==> src/hw/rtl/c2d_pkg.sv <==
`default_nettype none

package c2d_pkg;

    // Default geometry of the stores.
    localparam int C2D_MAX_CHANNELS = 16;
    localparam int C2D_MAX_DIM      = 32;
    localparam int C2D_MAX_KERNEL   = 5;

    // Field widths of the words on the two channels.
    localparam int C2D_CMD_W  = 2;
    localparam int C2D_ADDR_W = 14;
    localparam int C2D_DATA_W = 16;
    localparam int C2D_OC_W   = 4;
    localparam int C2D_POS_W  = 5;

    // Configuration port.
    localparam int C2D_CFG_IDX_W  = 3;
    localparam int C2D_CFG_DATA_W = 6;
    localparam int C2D_SHIFT_W    = 5;

    typedef enum logic [C2D_CMD_W-1:0] {
        CMD_LOAD_ACT  = 2'd0,
        CMD_LOAD_WGT  = 2'd1,
        CMD_LOAD_BIAS = 2'd2,
        CMD_COMPUTE   = 2'd3
    } c2d_cmd_e;

    typedef enum logic [C2D_CFG_IDX_W-1:0] {
        REG_IN_DEPTH    = 3'd0,
        REG_OUT_DEPTH   = 3'd1,
        REG_OUT_HEIGHT  = 3'd2,
        REG_OUT_WIDTH   = 3'd3,
        REG_KERN_HEIGHT = 3'd4,
        REG_KERN_WIDTH  = 3'd5,
        REG_RELU_ENABLE = 3'd6,
        REG_FRAC_SHIFT  = 3'd7
    } c2d_reg_e;

    typedef struct packed {
        logic [C2D_CMD_W-1:0]         command;
        logic [C2D_ADDR_W-1:0]        address;
        logic signed [C2D_DATA_W-1:0] value;
        logic [C2D_OC_W-1:0]          out_channel;
        logic [C2D_POS_W-1:0]         out_row;
        logic [C2D_POS_W-1:0]         out_col;
    } c2d_in_t;

    typedef struct packed {
        logic signed [C2D_DATA_W-1:0] result_value;
        logic                         bad_request;
    } c2d_out_t;

    // Control from the sequencer to the multiply-accumulate unit.
    typedef struct packed {
        logic                   clear;
        logic                   tap_valid;
        logic [C2D_SHIFT_W-1:0] shift;
    } c2d_mac_ctl_t;

endpackage

`default_nettype wire

==> src/hw/rtl/c2d_mac.sv <==
`default_nettype none

module c2d_mac
    import c2d_pkg::*;
(
    input  wire logic                         aclk,
    input  wire logic                         aresetn,
    input  wire c2d_mac_ctl_t                 ctl,
    input  wire logic signed [C2D_DATA_W-1:0] act,
    input  wire logic signed [C2D_DATA_W-1:0] wgt,
    output logic signed [C2D_DATA_W-1:0]      acc
);

    logic signed [2*C2D_DATA_W-1:0] prod_reg;
    logic                           prod_vld_reg;
    logic signed [2*C2D_DATA_W-1:0] shifted;
    logic signed [C2D_DATA_W-1:0]   acc_reg;

    // Each product is shifted arithmetically, then only its low half is summed.
    assign shifted = prod_reg >>> ctl.shift;

    always_ff @(posedge aclk) begin
        if (!aresetn) begin
            prod_vld_reg <= 1'b0;
        end else begin
            prod_vld_reg <= ctl.tap_valid;
        end
    end

    always_ff @(posedge aclk) begin
        prod_reg <= act * wgt;
        if (ctl.clear) begin
            acc_reg <= '0;
        end else if (prod_vld_reg) begin
            acc_reg <= acc_reg + shifted[C2D_DATA_W-1:0];
        end
    end

    assign acc = acc_reg;

endmodule

`default_nettype wire

==> config.mk <==
export PLATFORM = sky130hd
export DESIGN_NAME = c2d_mac
export DESIGN_NICKNAME = d
export VERILOG_FILES = /design/src/hw/rtl/c2d_pkg.sv /design/src/hw/rtl/c2d_mac.sv
export SDC_FILE = /design/constraint.sdc
export NUM_CORES = 1
export LEC_CHECK = 0
export ABC_AREA = 1
export BUFFER_PORTS_ARGS = -buffer_cell sky130_fd_sc_hd__buf_4
export CAP_MARGIN = 30
export CORE_MARGIN = 3
export CORE_UTILIZATION = 46
export CTS_BUF_LIST = sky130_fd_sc_hd__clkbuf_16
export CTS_CLUSTER_DIAMETER = 100
export CTS_CLUSTER_SIZE = 8
export DETAILED_ROUTE_END_ITERATION = 7
export SETUP_SLACK_MARGIN = 0.5
export SYNTH_ARGS = -nofsm -noshare
export SYNTH_HDL_FRONTEND = slang
export SYNTH_SLANG_ARGS = --single-unit
==> constraint.sdc <==
create_clock -name aclk -period 8.9 [get_ports aclk]
set_input_delay 1.78 -clock aclk [delete_from_list [all_inputs] [get_ports aclk]]
set_output_delay 1.78 -clock aclk [all_outputs]
set_load 0.01 [all_outputs]
==> results.toml <==
[placed_design]
portBuffers = 56
dp_hpwl_um = 29140
post-place-ws_ns = 1.557
finalWeightedCongestion = 0.8836
placed_cell_area_um2 = 14330

[logic_synthesis]
synth-async-reset-ratio_pct = 0
synth_flop_cell = "dfxtp_1"
syn_nets = 2260
synth-seq-cells = 49
synth_cell_type_count = 49
synth-edff-count = 0
syn_area_um2 = 13840
synth_cells = 1859
ys_warn_count = 0
ys_seq_area_share_pct = 7.090
syn-mean-instance-area_um2 = 7.443

[finish]
drive_above_1_share_pct = 5.177
largest_register_ffs = 32
layout.nets = 2235
area_growth_pct = 4.612
diodes = 0
fin_area_um2 = 14470

[sta]
min_period_over_period_pct = 78.70
relSlewSlack_pct = 44.49
clock.fmax_ghz = 0.1428
hold_violations = 0
min_period_ns = 7.005
rsz0062_at_grt = "false"
finalMaxSlewViolations = 0
setup-violations-final = 0
finalClockSkew_ns = 0.006466
setup_ws_ns = 1.895
tightest_slew_ns = 0.8317
setup_tns_ns = 0

[clocking]
clk_path_buf_depth = 2
cts_resized = 0
clock-sinks = 49
postCtsHoldBufs = 0
path_clk_slew_ns = 0.07
cts_setup_buffers = 0
htree_levels = 2
cts_tree = "yes"
clk_latency_ns = 0.30
clk_root_buffer_cell = "clkbuf_16"
numCtsBuffers = 5

[global_routing]
grt_pass1_vias = 11905
grtUsageTotal_pct = 21.82
grt_max_degree = 35
grt_antenna_before_repair = 0
grt_pass1_wl_um = 58750
grt_overflow_total = 0

[min_path]
hp-class = "flop to flop"

[floorplanning]
fp.dieH_um = 179.4
initial_core_util_pct = 47.43
core_area_um2 = 29170
io_pins = 57
rows = 62
die_x_um = 179.4
dieArea_um2 = 32200

[drt]
dr.first_iter.drc_count = 608
via_count = 11126
dr.pass1.iters = 5
vias_per_cell = 5.014
drc = 0
wire_per_inst_um = 15.22
drtAntennaViolNets = 0
wl_um = 33760

[critical_path]
crit_type = "input pin to flop"
cp.arrival_ns = 7.20
cp-start-kind = "input pin"
crit_required_ns = 9.09
endpoint_kind = "flop"
crit_fanout = 16

[job]
cap_violations = 0

[outcome]
status = "finished, final reports clean"
==> through the flow <==
stage                     cells  hold WS, ns  util [%]
final                      2219       0.5418     49.62
after global routing       2219       0.5986     49.62
after CTS                  2219       0.5543     49.62
after detailed placement   2211       0.5425     49.13
after global placement     2211       0.5220     49.13
after floorplan            1859       0.5415         -
==> synth_stat cells (3+ instances only) <==
master / instances / share of area [%]
xor2_1: 25 / 1.6
o211ai_1: 7 / 0.38
fa_1: 263 / 38
o22ai_1: 3 / 0.14
ha_1: 97 / 8.8
or2_1: 3 / 0.14
nand4_1: 9 / 0.41
nand3_1: 69 / 2.5
buf_4: 3 / 0.16
nand3_2: 13 / 0.94
buf_6: 5 / 0.41
nor2_1: 77 / 2.1
mux2i_1: 4 / 0.29
a21boi_1: 3 / 0.16
o21a_1: 5 / 0.27
nor3_1: 9 / 0.33
a21o_1: 6 / 0.33
o21ai_1: 17 / 0.61
inv_1: 460 / 12
or2_2: 5 / 0.23
o21bai_1: 4 / 0.22
nand2_1: 468 / 13
a21oi_1: 61 / 2.2
a31o_2: 3 / 0.19
a31oi_1: 5 / 0.23
dfxtp_1: 49 / 7.1
buf_2: 11 / 0.40
o21ai_0: 66 / 2.4
clkbuf_1: 67 / 1.8
xnor2_1: 17 / 1.1
==> worst paths after layout <==
path / start / depth (start not counted) / to / slack [ns]
worst min-delay path: acc[0] / 2 / acc[0] / 0.54
worst max-delay path: wgt[1] / 18 / prod_reg[31] / 1.90
worst min register to register: acc[0] / 2 / acc[0] / 0.54
worst max register to register: prod_reg[31] / 21 / acc[14] / 5.80
==> layout by cell type, fill, tap and decap left out, drive strengths merged, types with 2 or more instances in the layout <==
cell    netlist  layout
a21o          6       6
o21a          5       5
buf          22      57
ha           97      97
nand2       472     472
o21bai        4       4
clkinv        0       3
o211ai        8       8
nand4         9       9
a31o          3       3
dfxtp        49      49
and2          2       2
or2           8       8
inv         463     463
xor2         25      25
xnor2        17      17
o22ai         3       3
nand3        82      82
nor3          9       9
o21ai        84      84
fa          263     263
a31oi         5       5
clkbuf       67       5
a211oi        2       2
a21oi        62      62
nor2         77      77
mux2i         4       4
a21boi        3       3
==> cell families after synthesis <==
family | after synthesis | synth area share, %
mux | 4 | 0.2894
simple gates | 662 | 19.80
flops | 49 | 7.090
xor+xnor | 42 | 2.659
buf+inv | 552 | 15.58
compound gates | 190 | 7.750
fa+ha+maj | 360 | 46.83
==> critical path, cell delays in order <==
cell	delay [ns]
buf_4	0.18
nand2_1	0.12
inv_1	0.09
fa_1	0.67
fa_1	0.83
fa_1	0.51
fa_1	0.50
fa_1	0.49
inv_1	0.05
fa_1	0.47
inv_1	0.04
ha_1	0.36
a21oi_1	0.31
o21ai_0	0.21
a21oi_1	0.19
o211ai_1	0.13
o21ai_0	0.21
nand2_1	0.07
==> final cells by class <==
cell class / count / area [um^2]
fill: 2961 / 14690
multi-input combinational: 1258 / 10700
inverter: 463 / 1743
sequential: 49 / 980.9
tap: 384 / 480.5
timing repair buffer: 57 / 427.9
clock buffer: 5 / 125.1
clock inverter: 3 / 17.52
==> layer usage <==
layer  up-vias  global-route usage, %  part of all wire, %  wire, um
met5         -                      0                    0         0
met4         0                  4.084                  1.7       585
met3        49                  1.334                  3.3      1103
met2       214                  38.10                   48     16240
met1      5428                  30.45                   47     15830
li1       5435                      -                    -         -
Power is not shown: default switching activity piles up to over one toggle a cycle in this logic, so the estimate is an artifact.
